--- config.mk ---
export PLATFORM = sky130hd
export DESIGN_NAME = gfma_ram
export DESIGN_NICKNAME = d
export VERILOG_FILES = /design/src/rtl/core/grouped_float_min_accumulator_unit_defines.svh /design/src/rtl/core/gfma_ram.sv
export SDC_FILE = /design/constraint.sdc
export NUM_CORES = 1
export LEC_CHECK = 0
export ABC_AREA = 1
export BUFFER_PORTS_ARGS = -buffer_cell sky130_fd_sc_hd__buf_2
export CORE_UTILIZATION = 30
export CTS_CLUSTER_SIZE = 10
export DETAILED_ROUTE_END_ITERATION = 7
export SLEW_MARGIN = 0
export SYNTH_ARGS = -nofsm -noshare
export SYNTH_HDL_FRONTEND = slang
export SYNTH_SLANG_ARGS = --single-unit
--- constraint.sdc ---
create_clock -name clk -period 1 [get_ports clk]
set_input_delay 0 -clock clk [delete_from_list [all_inputs] [get_ports clk]]
set_output_delay 0 -clock clk [all_outputs]
set_load 0.03 [all_outputs]
--- src/rtl/core/grouped_float_min_accumulator_unit_defines.svh ---
// Assertion macros shared by the grouped minimum accumulator RTL.
// Expects a clock named clk and an active-high reset named rst in scope.
`ifndef GROUPED_FLOAT_MIN_ACCUMULATOR_UNIT_DEFINES_SVH
`define GROUPED_FLOAT_MIN_ACCUMULATOR_UNIT_DEFINES_SVH

// Same-cycle implication.
`define GFMA_ASSERT_IMPLY(lbl, ante, cons) \
  lbl: assert property (@(posedge clk) disable iff (rst) (ante) |-> (cons)) \
    else $error("assertion failed");

// Next-cycle implication.
`define GFMA_ASSERT_NEXT(lbl, ante, cons) \
  lbl: assert property (@(posedge clk) disable iff (rst) (ante) |=> (cons)) \
    else $error("assertion failed");

`endif

--- src/rtl/core/gfma_ram.sv ---
// Generic single-port-write, single-port-read synchronous RAM.
// Read data is registered and holds when no read is issued.
module gfma_ram #(
  parameter int WIDTH = 8,
  parameter int DEPTH = 16
) (
  input  logic                     clk,
  input  logic                     we,
  input  logic [$clog2(DEPTH)-1:0] waddr,
  input  logic [WIDTH-1:0]         wdata,
  input  logic                     re,
  input  logic [$clog2(DEPTH)-1:0] raddr,
  output logic [WIDTH-1:0]         rdata
);
  logic [WIDTH-1:0] mem [DEPTH];

  always_ff @(posedge clk) begin
    if (we) mem[waddr] <= wdata;
    if (re) rdata <= mem[raddr];
  end
endmodule

==> results.md <==
- Outcome: finished with violations
- Violated checks: negative setup slack
- CP delay by family, top: flip-flops
- Num Clock Sinks: 136
- Comb power frac: 0.077
- Placement row count: 50
- Standard cell core area: 0.01889 mm2
- Area fraction in and, or, nand and nor cells after synthesis: 0.2076
- Static leakage: 3.071 nW
- Die ar.: 0.02005 mm2
- Count of input and output buffers: 26
- Mux contribution to synthesized area: 0
- P per Cell Area: 1746 mW/mm2
- Area overhead of the layout relative to synthesis: 23.30%
- Share of post-route cells with drive strength above 1: 0.1853
- Multi-input gate area: 0.001366 mm2
- Most frequent cell after synthesis: sky130_fd_sc_hd__nand2_1
- Switching power total: 0.002749 W
- Path category of the worst min-delay check: in2reg
- Leading register cell type out of synthesis: sky130_fd_sc_hd__edfxtp_1
- Xor and xnor fraction of the mapped netlist area: 0
- Vertical die dimension: 141.6 um
- Drt via density: 4.356
- Ports placed on the boundary: 27
- CP Data Required Time: 1.00 ns
- Adder and majority cell fraction of the synthesized area: 0
- Endpoints failing hold: 0
- Via count: between 3000 and 4000
- Placed wire-length estimate: 8.304 mm
- CTS clock-pin slew for the worst setup and hold paths: ~0.060 ns
- Kind of end point of the critical path: primary output
- Largest family of logic cells by synthesized area: simple AND/OR/NAND/NOR gates
- Num CTS Buffers: 17
- Fraction of post-synthesis cell area in the top cell type by area: 0.6985
- Syn Area/Cell: between 10 and 15 um2
- Critical path data arrival time: 1.09 ns
- Slowest library cell on the worst path: sky130_fd_sc_hd__edfxtp_1
- Worst-case setup slack after placement: -0.2350 ns
- Register area: 0.004084 mm2
- Share of total power in the clock network: 0.409
- Worst-Margin Slew: 0.4230 ns
- Maximum operating frequency: 917.3 MHz
- TritonRoute pass-1 iters: 5
- Cell area after placement: around 0.0065 mm2
- Layout Nets: ~630
- Max Fanout on Critical Path: 1
- TritonCTS clock tree: built
- Post-synthesis cell type with the largest combined area: sky130_fd_sc_hd__edfxtp_1
- Antenna diode count: 0
- Final design instance area without fill: 0.007209 mm2
- Via count of the first global-routing pass: ~3800
- Complex-gate fraction of the synthesized area: 0
- Max-slew violation count: 0
- Synthesized netlist cell count: between 500 and 600
- YS warnings: 0
- Remaining routing DRC violations: 0
- Violation count after the first detailed-routing iteration: 328
- Minimum clock period after layout: approximately 1.1 ns
- Antenna violations before repair: 0
- Share of flip-flops with an asynchronous set or reset after synthesis: 0
- Placer congestion estimate: 0.7450
- Cells traversed along the worst timing path: buf_6
- Root Buffer: sky130_fd_sc_hd__clkbuf_16
- Pin count of the biggest net entering global routing: 43
- Peak supply drop: 0.001248 V
- Overall track demand over capacity in global routing: 0.1382
- Critical path startpoint category: flip-flop
- CTS HTree Levels: 4
- Synthesis-stage register bit count: 136
- Setup repair after global routing missed its margin: true
- Number of distinct standard cells referenced by the synthesized netlist: 11
- Number of synthesized flops with an enable pin: approximately 140
- Horiz. Die Dim: 141.6 um
- Synth area leaders: sky130_fd_sc_hd__edfxtp_1 70%, sky130_fd_sc_hd__nand2_1 11%, sky130_fd_sc_hd__nand3_1 8.3%
- Post-synth top cells: 173 x sky130_fd_sc_hd__nand2_1, 136 x sky130_fd_sc_hd__edfxtp_1, 100 x sky130_fd_sc_hd__inv_1, 97 x sky130_fd_sc_hd__nand3_1, 17 x sky130_fd_sc_hd__nor2_1
- Wire length of the first global-routing pass: 20.47 mm
- Total grt overflow: 0
- Fin crit share: 1.090
- Filler cell count: 1882
- Worst-Skew Late Latency: 0.41 ns
- Power share of the sequential group: 0.514
- Final wirelength: 12.66 mm
- Internal Power: approximately 0.0098 W
- Relative max-transition margin: 0.7177
- Final worst clock skew: 0.009453 ns
- Effective utilization at floorplan: 0.3095
- Crit path setup slack, layout: -0.09014 ns
- Post-CTS Repair Setup Buffers: 0
- Post-synthesis cell area: about 0.0058 mm2
- Buffer and inverter count on the worst path: 1
- Sequential fraction of the synthesis area: 0.6985
- CTS max path bufs: 2
- Fraction of power spent switching nets: 0.2183
- Post-Syn Nets: 570
- Number of maximum-capacitance constraint violations: 0
- CP peak stage delay: around 0.49 ns
- Count of nets left with antenna violations after detail routing: 0
- Final setup vio count: 10
- WL per Instance: between 10 and 15 um
- Critical path start-end classification: reg2out
[cell usage in the layout, fill, tap and decap left out, types with 6 or more instances in the layout]
cell type / synthesis / routed
sky130_fd_sc_hd__inv_1: 100 / 100
sky130_fd_sc_hd__buf_12: 0 / 6
sky130_fd_sc_hd__nand3_2: 0 / 28
sky130_fd_sc_hd__clkbuf_16: 0 / 17
sky130_fd_sc_hd__buf_4: 4 / 29
sky130_fd_sc_hd__nand3_1: 97 / 69
sky130_fd_sc_hd__nand2_1: 173 / 168
sky130_fd_sc_hd__dlygate4sd3_1: 0 / 8
sky130_fd_sc_hd__nor2_1: 17 / 17
sky130_fd_sc_hd__edfxtp_1: 136 / 136
sky130_fd_sc_hd__buf_2: 13 / 22
[power by group through the flow]
stage	registers, W	logic, W	clock network [W]
global route	0.00648	0.00107	0.00548
floorplan	0.00663	0.000450	0
global placement	0.00658	0.000867	0
CTS	0.00647	0.000957	0.00526
finish	0.00647	0.000968	0.00515
detailed placement	0.00658	0.000875	0
[worst paths after layout]
| path | from | to | slack, ns | cells after the start |
|---|---|---|---|---|
| max | rdata[0] | rdata[0] | -0.09 | 1 |
| min | wdata[2] | mem[15][2] | 0.006 | 1 |
| max reg2reg | mem[9][4] | rdata[4] | -0.08 | 6 |
| min reg2reg | mem[12][1] | rdata[1] | 0.74 | 6 |
[registers in the layout, summed over array words and instances (netlist names)]
signal  cells
rdata       8
mem       128
[per-stage QoR]
| stage | setup TNS, ns | instances | util | hold WS [ns] | power, W |
|---|---|---|---|---|---|
| after floorplan | 0 | 551 | - | 0.09887 | 0.007076 |
| after global placement | -1.106 | 848 | 0.3426 | 0.3910 | 0.007446 |
| after detailed placement | -1.257 | 848 | 0.3426 | 0.3928 | 0.007455 |
| after CTS | -0.5428 | 886 | 0.3786 | 0.008142 | 0.01268 |
| after global routing | -1.116 | 886 | 0.3816 | 0.003529 | 0.01303 |
| final | -0.5129 | 886 | 0.3816 | 0.006494 | 0.01259 |
[final cells by class]
type	instances	area share
sequential	136	0.5665
multi-input combinational	289	0.1895
timing repair buffer	69	0.07949
clock buffer	22	0.06161
inverter	102	0.05311
tap	260	0.04512
clock inverter	8	0.004686
[kinds of logic after synthesis]
family,Yosys count
buffers and inverters,126
flip-flops,136
AND/OR/NAND/NOR,289
[layer usage]
metal  vias to the layer above  part of all wire  track usage
li1                       1906                 -            -
met1                      1826              0.47       0.1842
met2                       106              0.46       0.2103
met3                        21             0.048      0.03577
met4                         0             0.023      0.06565
met5                         -                 0            0
[repair_timing]
| item | in CTS | in global routing |
|---|---|---|
| hold endpoints to repair | 81 | 0 |
| resized for setup | 29 | 12 |
| hold buffers | 8 | 0 |
| pin swaps | 33 | 15 |
| setup endpoints to repair | 12 | 12 |
| cloned | 0 | 0 |
[worst register-to-register path: stages, from the launching register on]
cell                       delay [ns]
sky130_fd_sc_hd__edfxtp_1        0.36
sky130_fd_sc_hd__inv_1           0.07
sky130_fd_sc_hd__nand2_1         0.05
sky130_fd_sc_hd__nand3_1         0.10
sky130_fd_sc_hd__nand3_2         0.11
sky130_fd_sc_hd__nand3_2         0.08
sky130_fd_sc_hd__nand2_2         0.07
(Power assumes the default switching activity.)
