`src/rtl/core/grouped_float_min_accumulator_unit_defines.svh`:
```
// Assertion macros shared by the grouped minimum accumulator RTL.
// Expects a clock named clk and an active-high reset named rst in scope.
`ifndef GROUPED_FLOAT_MIN_ACCUMULATOR_UNIT_DEFINES_SVH
`define GROUPED_FLOAT_MIN_ACCUMULATOR_UNIT_DEFINES_SVH

// Same-cycle implication.
`define GFMA_ASSERT_IMPLY(lbl, ante, cons) \
  lbl: assert property (@(posedge clk) disable iff (rst) (ante) |-> (cons)) \
    else $error("assertion failed");

// Next-cycle implication.
`define GFMA_ASSERT_NEXT(lbl, ante, cons) \
  lbl: assert property (@(posedge clk) disable iff (rst) (ante) |=> (cons)) \
    else $error("assertion failed");

`endif

```
`src/rtl/core/gfma_pkg.sv`:
```
// Types, constants and the double compare of the grouped minimum accumulator.
// No dependencies.
package gfma_pkg;

  localparam int GROUPS = 1024;
  localparam int GRP_W  = $clog2(GROUPS);
  localparam int GCNT_W = 11;
  localparam int IDX_W  = 10;
  localparam int DATA_W = 64;
  localparam int CFG_IDX_W = 2;

  localparam logic [DATA_W-1:0] NA_PATTERN      = 64'h7FF0_0000_0000_07A2;
  localparam logic [DATA_W-1:0] POS_INF_PATTERN = 64'h7FF0_0000_0000_0000;

  typedef enum logic [1:0] {
    REQ_START = 2'd0,
    REQ_ACC   = 2'd1,
    REQ_READ  = 2'd2,
    REQ_NONE  = 2'd3
  } req_t;

  typedef enum logic [CFG_IDX_W-1:0] {
    CFG_SKIP_MISSING = 2'd0,
    CFG_GROUP_COUNT  = 2'd1
  } cfg_idx_t;

  typedef struct packed {
    req_t req;
    logic ok;
    logic skip;
  } upd_ctl_t;

  function automatic logic is_nan(input logic [DATA_W-1:0] b);
    return (b[62:52] == 11'h7FF) && (b[51:0] != '0);
  endfunction

  // a < b for non-NaN doubles; +0 and -0 compare equal.
  function automatic logic dbl_less(input logic [DATA_W-1:0] a, input logic [DATA_W-1:0] b);
    logic res;
    if (a[62:0] == '0 && b[62:0] == '0) res = 1'b0;
    else if (a[63] != b[63]) res = a[63];
    else if (!a[63]) res = a[62:0] < b[62:0];
    else res = a[62:0] > b[62:0];
    return res;
  endfunction

endpackage

```
`src/rtl/core/gfma_update.sv`:
```
// Read-modify-write logic for one group entry: new minimum and read value.
// Depends on gfma_pkg.
module gfma_update import gfma_pkg::*; (
  input  upd_ctl_t          ctl,
  input  logic              entry_seen,
  input  logic [DATA_W-1:0] entry_min,
  input  logic [DATA_W-1:0] x,
  output logic              wr,
  output logic [DATA_W-1:0] wr_min,
  output logic [DATA_W-1:0] rd_val
);
  logic xnan;
  logic hnan;

  assign xnan = is_nan(x);
  assign hnan = is_nan(entry_min);
  assign wr_min = x;

  always_comb begin
    wr = 1'b0;
    if (ctl.req == REQ_ACC && ctl.ok && !(ctl.skip && xnan)) begin
      if (!entry_seen) wr = 1'b1;
      else if (hnan) wr = ctl.skip;
      else if (xnan) wr = 1'b1;
      else wr = dbl_less(x, entry_min);
    end
  end

  assign rd_val = (ctl.ok && entry_seen) ? entry_min
                : (ctl.skip ? NA_PATTERN : POS_INF_PATTERN);
endmodule

```
`config.mk`:
```
export PLATFORM = sky130hd
export DESIGN_NAME = gfma_update
export DESIGN_NICKNAME = d
export VERILOG_FILES = /design/src/rtl/core/grouped_float_min_accumulator_unit_defines.svh /design/src/rtl/core/gfma_pkg.sv /design/src/rtl/core/gfma_update.sv
export SDC_FILE = /design/constraint.sdc
export NUM_CORES = 1
export LEC_CHECK = 0
export ABC_AREA = 0
export BUFFER_PORTS_ARGS = -buffer_cell sky130_fd_sc_hd__buf_4
export CORE_AREA = 2 2 103 105
export DETAILED_ROUTE_END_ITERATION = 10
export DIE_AREA = 0 0 105 107
export PLACE_DENSITY_LB_ADDON = 0.1
export SETUP_SLACK_MARGIN = 0.05
export SLEW_MARGIN = 10
export SYNTH_ARGS = -nofsm -noshare
export SYNTH_HDL_FRONTEND = slang
export SYNTH_SLANG_ARGS = --single-unit
```
`constraint.sdc`:
```
create_clock -name vclk -period 5.7
set_input_delay 1.14 -clock vclk [all_inputs]
set_output_delay 1.14 -clock vclk [all_outputs]
set_load 0.01 [all_outputs]
```
==> impl_metrics.ini, run 1 <==
[floorplan]
io_pins = 262
fp.dieW_um = 105
std_cell_rows = 37
die_h_um = 107
fp.dieArea_um2 = 11200
core-area_um2 = 10100
start_util = 0.272

[sta]
setup_violations = 0
hold_viol = 0
drv_slew = 0
worst_pin_slew_ns = 0.864
rsz0062_at_grt = false
relSlewSlack = 0.422
period_needed_ns = 4.77
layout_worst_path_cycle_share = 0.837
fin_tns_setup_ns = 0
clock.fmax_mhz = 210

[worst_setup_path]
crit_family = compound AO/OA/AOI/OAI gates
worstPathMaxFanout = 2
crit_chain = buf_4, inv_1, ha_1, a21o_1, nand3_1, a21oi_1, a2111oi_0, a31o_1, nor4bb_2, mux2_4, a311oi_2, buf_4
critPathBufInv = 3
cp.required_ns = 4.56
endpoint_kind = output port
startpoint_type = primary input
cp.arrival_ns = 3.63
cp_slowest_stage_delay_ns = 0.50
worstSetupPathType = primary input to output port
cp_slowest_cell = a2111oi_0
cpMostUsedCell = buf_4

[power_and_ir_drop]
p_sw_uw = 154
switching_share = 0.485
p_int_uw = 163
clkPwrFrac = 0
p_leak_nw = 2.49
power_density_nw_per_um2 = 72.5
p_total_uw = 317
seqPwrFrac = 0
power.share.combinational = 1.000
ir_drop_uv = 35.8

[clock_network]
post_cts_buffers = 0
cts_resized = 0
hold_buffers = 0

[grt]
grt_start_max_net_pins = 47
grt.total_usage = 0.194
top_usage_layer = met2
gr-total-overflow = 0
grtUsageMet2 = 0.386
first_global_vias = 3564
grt_pass1_wl_um = 18000
antenna_found_initial = 0
use_met3 = 0.0146
met1_usage = 0.239

[logic_synthesis]
syn-num-nets = 616
yosys_warnings = 0
synthCells = 420
ys_seq_area_frac = 0
yosysTopAreaCellShare = 0.287
synth.area.top_cells = ha_1, buf_4, inv_1
synth.largest_area_cell = ha_1
syn_area_um2 = 2750
synth.avg_cell_area_um2 = 6.54
yosysUniqueCellTypes = 32

[placed_design]
gp_congestion = 0.846
dp.cells = 747
place.port_buffers = 262
hpwl_um = 10700

[min_path]
holdPathEnd = wr_min[18]
min_path_cells = 2
hp-class = primary input to output port
min_from = x[18]

[layout]
diodes = 0
drive_gt1_frac = 0.437
clkbuf_count = 0
nNetsFinal = 809
syn_to_final_growth_pct = 59.5
fillCellCount = 1084
fin_cells = 747
seq_cell_count = 0
seq_area_um2 = 0

[routing]
drt-vias-per-instance = 4.73
drtIter0Drc = 116
vias = 3530
avgRoutedWirePerCell_um = 15.7
routed_wl_um = 11700
dr.pass1.iters = 4
drc_errors = 0
ant_nets = 0

[run]
maxCapViolCount = 0

[status]
outcome = finished, final reports clean
[cell type report]
cell class | instances | area, um2 | share of cell area
multi-input combinational | 285 | 2000 | 0.457
inverter | 64 | 240 | 0.0549
timing repair buffer | 262 | 1970 | 0.449
tap | 136 | 170 | 0.0389
[power groups by stage]
stage / combinational, mW / clock [mW] / sequential (mW)
floorplan: 0.159 / 0 / 0
global placement: 0.317 / 0 / 0
detailed placement: 0.319 / 0 / 0
CTS: 0.321 / 0 / 0
global route: 0.351 / 0 / 0
finish: 0.317 / 0 / 0
[cell usage in the layout, fill, tap and decap left out, types with 2 or more instances in the layout]
| cell | Yosys | layout |
|---|---|---|
| nor4_1 | 37 | 37 |
| nand2_1 | 25 | 24 |
| ha_1 | 63 | 63 |
| a31oi_1 | 2 | 2 |
| o21ai_0 | 8 | 8 |
| inv_1 | 64 | 64 |
| a21o_1 | 12 | 12 |
| nand3b_1 | 3 | 3 |
| o21bai_1 | 3 | 3 |
| nor2_1 | 51 | 51 |
| nand4_1 | 26 | 26 |
| and3_1 | 2 | 2 |
| nand3_1 | 11 | 11 |
| buf_4 | 64 | 262 |
| a21oi_1 | 26 | 26 |
[routing by layer]
layer / wire, um / share of wire / up-vias
met5: 0 / 0 / -
met4: 29 / 0.0025 / 0
met3: 668 / 0.057 / 2
met2: 6110 / 0.52 / 142
met1: 4920 / 0.42 / 1580
li1: - / - / 1806
[metrics by stage]
stage	hold WS, ns	utilization	worst slack [ns]	cell area [um2]
2_1_floorplan	2.37	-	1.42	2750
3_3_place_gp	2.48	0.434	0.880	4380
3_5_place_dp	2.48	0.434	0.909	4380
4_1_cts	2.48	0.434	0.896	4380
5_1_grt	2.49	0.434	0.725	4380
6_report	2.48	0.434	0.928	4380
[logic make-up after synthesis]
family,share of synthesized area
adder cells (fa/ha/maj),0.287
AND/OR/NAND/NOR,0.300
buffers and inverters,0.272
multiplexers,0.00547
AO/OA/AOI/OAI,0.135
[worst max path at each step]
stage	startpoint	endpoint	cells after the start
2_1_floorplan	entry_min[32]	wr	10
3_3_place_gp	entry_min[32]	wr	12
3_5_place_dp	entry_min[32]	wr	12
4_1_cts	entry_min[32]	wr	12
5_1_grt	entry_min[32]	wr	12
6_report	entry_min[32]	wr	12
[cell usage after synthesis]
cell	number
o21ai_1	1
and3_1	2
a21oi_1	26
a21boi_0	1
a21o_1	12
o31ai_1	1
o21bai_1	3
a31o_1	1
nand2_1	25
nor4bb_2	1
nor4_2	1
ha_1	63
nor2b_1	1
nand4_1	26
o211ai_1	1
and2_0	1
o21ai_0	8
a2111oi_0	1
buf_4	64
nor4_1	37
a31oi_1	2
mux2_4	1
a32oi_1	1
nand3b_1	3
nand3_1	11
and2_1	1
clkbuf_1	7
a311oi_2	1
a211oi_1	1
nor2_1	51
inv_1	64
nand2b_1	1
Power figures use the tool's default switching activity.
==> run 2: changes to the inputs <==
--- a/config.mk
+++ b/config.mk
@@ -7,9 +7,9 @@
 export LEC_CHECK = 0
 export ABC_AREA = 0
 export BUFFER_PORTS_ARGS = -buffer_cell sky130_fd_sc_hd__buf_4
-export CORE_AREA = 2 2 103 105
+export CORE_AREA = 2 2 100 102
 export DETAILED_ROUTE_END_ITERATION = 10
-export DIE_AREA = 0 0 105 107
+export DIE_AREA = 0 0 102 104
 export PLACE_DENSITY_LB_ADDON = 0.1
 export SETUP_SLACK_MARGIN = 0.05
 export SLEW_MARGIN = 10
==> constraint.sdc (replaced) <==
create_clock -name vclk -period 4
set_input_delay 0.8 -clock vclk [all_inputs]
set_output_delay 0.8 -clock vclk [all_outputs]
set_load 0.01 [all_outputs]
==> impl_metrics.ini, run 2 (synthesis results as in run 1) <==
[sta]
fin_tns_setup_ns = 0
drv_slew = 0
layout_worst_path_cycle_share = 0.957
rsz0062_at_grt = false
hold_viol = 0
setup_violations = 0
period_needed_ns = 3.83
clock.fmax_mhz = 261
worst_pin_slew_ns = 0.585
relSlewSlack = 0.610

[placed_design]
hpwl_um = 10500
gp_congestion = 0.903
place.port_buffers = 262

[status]
outcome = finished, final reports clean

[min_path]
min_path_cells = 2
min_from = x[40]
holdPathEnd = wr_min[40]
hp-class = primary input to output port

[grt]
grt_start_max_net_pins = 25
gr-total-overflow = 0
grt.total_usage = 0.201
grt_pass1_wl_um = 17500
first_global_vias = 3569
antenna_found_initial = 0

[routing]
routed_wl_um = 11600
drc_errors = 0
ant_nets = 0
drtIter0Drc = 76
drt-vias-per-instance = 4.81
dr.pass1.iters = 4
avgRoutedWirePerCell_um = 15.5
vias = 3604

[worst_setup_path]
worstPathMaxFanout = 3
endpoint_kind = output port
crit_family = compound AO/OA/AOI/OAI gates
cp_slowest_cell = nor4bb_4
crit_chain = buf_4, inv_1, ha_1, a21oi_1, o21ai_0, o21ai_1, o211ai_1, nor4bb_4, mux2_4, a311oi_2, buf_4
cp.depth = 11
cp_slowest_stage_delay_ns = 0.33
startpoint_type = primary input
worstSetupPathType = primary input to output port
cp.arrival_ns = 3.03
cp.required_ns = 3.20
critPathBufInv = 3
cpMostUsedCell = buf_4

[layout]
drive_gt1_frac = 0.451
syn_to_final_growth_pct = 62.8
seq_cell_count = 0
final_util = 0.468
seq_area_um2 = 0
mostFrequentLayoutCells = buf_4, inv_1, ha_1
final_common_cell = buf_4
clkbuf_count = 0
diodes = 0
nNetsFinal = 814

[floorplan]
core-area_um2 = 9550
fp.dieArea_um2 = 10600
io_pins = 262
die_h_um = 104
fp.dieW_um = 102
start_util = 0.287
std_cell_rows = 36

[run]
maxCapViolCount = 0

[power_and_ir_drop]
power_density_nw_per_um2 = 104
p_leak_nw = 2.53
ir_drop_uv = 43.2

[clock_network]
hold_buffers = 0
[run 2: cell types whose count changed in the layout (fill, tap and decap cells not counted), sizes merged]
cell  previous run  this run
buf            262       267
[run 2: repair_timing]
action | CTS | global route
pin swaps | 0 | 7
buffers inserted | 0 | 1
resized for setup | 5 | 5
endpoints found under the hold margin | 0 | 0
setup endpoints to repair | 1 | 1
cloned | 0 | 0
[run 2: metal layers]
| layer | share of wire | GRT usage | vias up |
|---|---|---|---|
| met1 | 0.42 | 0.249 | 1621 |
| met2 | 0.51 | 0.391 | 160 |
| met4 | 0.011 | 0.0143 | 0 |
| met3 | 0.061 | 0.00806 | 8 |
| met5 | 0 | 0 | - |
| li1 | - | - | 1815 |
[run 2: final cells by class]
type / count / area, um2
multi-input cells: 285 / 2060
well taps: 133 / 166
fillers: 995 / 5080
repair buffers: 267 / 2000
inverters: 64 / 240
[run 2: power breakdown]
| group | internal [mW] | total (mW) | leakage [nW] | switching [mW] |
|---|---|---|---|---|
| logic | 0.240 | 0.465 | 2.53 | 0.225 |
| registers | 0 | 0 | 0 | 0 |
| clock network | 0 | 0 | 0 | 0 |
| total | 0.240 | 0.465 | 2.53 | 0.225 |
[run 2: through the flow]
| step | setup WS (ns) | std cells | hold WS, ns | area (um2) | power [mW] |
|---|---|---|---|---|---|
| final | 0.173 | 749 | 1.80 | 4470 | 0.465 |
| after global routing | 0.0504 | 749 | 1.81 | 4470 | 0.514 |
| after CTS | 0.0550 | 748 | 1.80 | 4430 | 0.465 |
| after detailed placement | -0.101 | 748 | 1.80 | 4400 | 0.458 |
| after global placement | -0.0795 | 748 | 1.80 | 4400 | 0.455 |
| after floorplan | 0.398 | 420 | 1.69 | 2750 | 0.227 |
[run 2: worst max path at each step]
stage | end | slack [ns] | from
2_1_floorplan | wr | 0.40 | entry_min[32]
3_3_place_gp | wr | -0.08 | entry_min[32]
3_5_place_dp | wr | -0.10 | entry_min[32]
4_1_cts | wr | 0.05 | entry_min[32]
5_1_grt | wr | 0.05 | entry_min[34]
6_report | wr | 0.17 | entry_min[46]
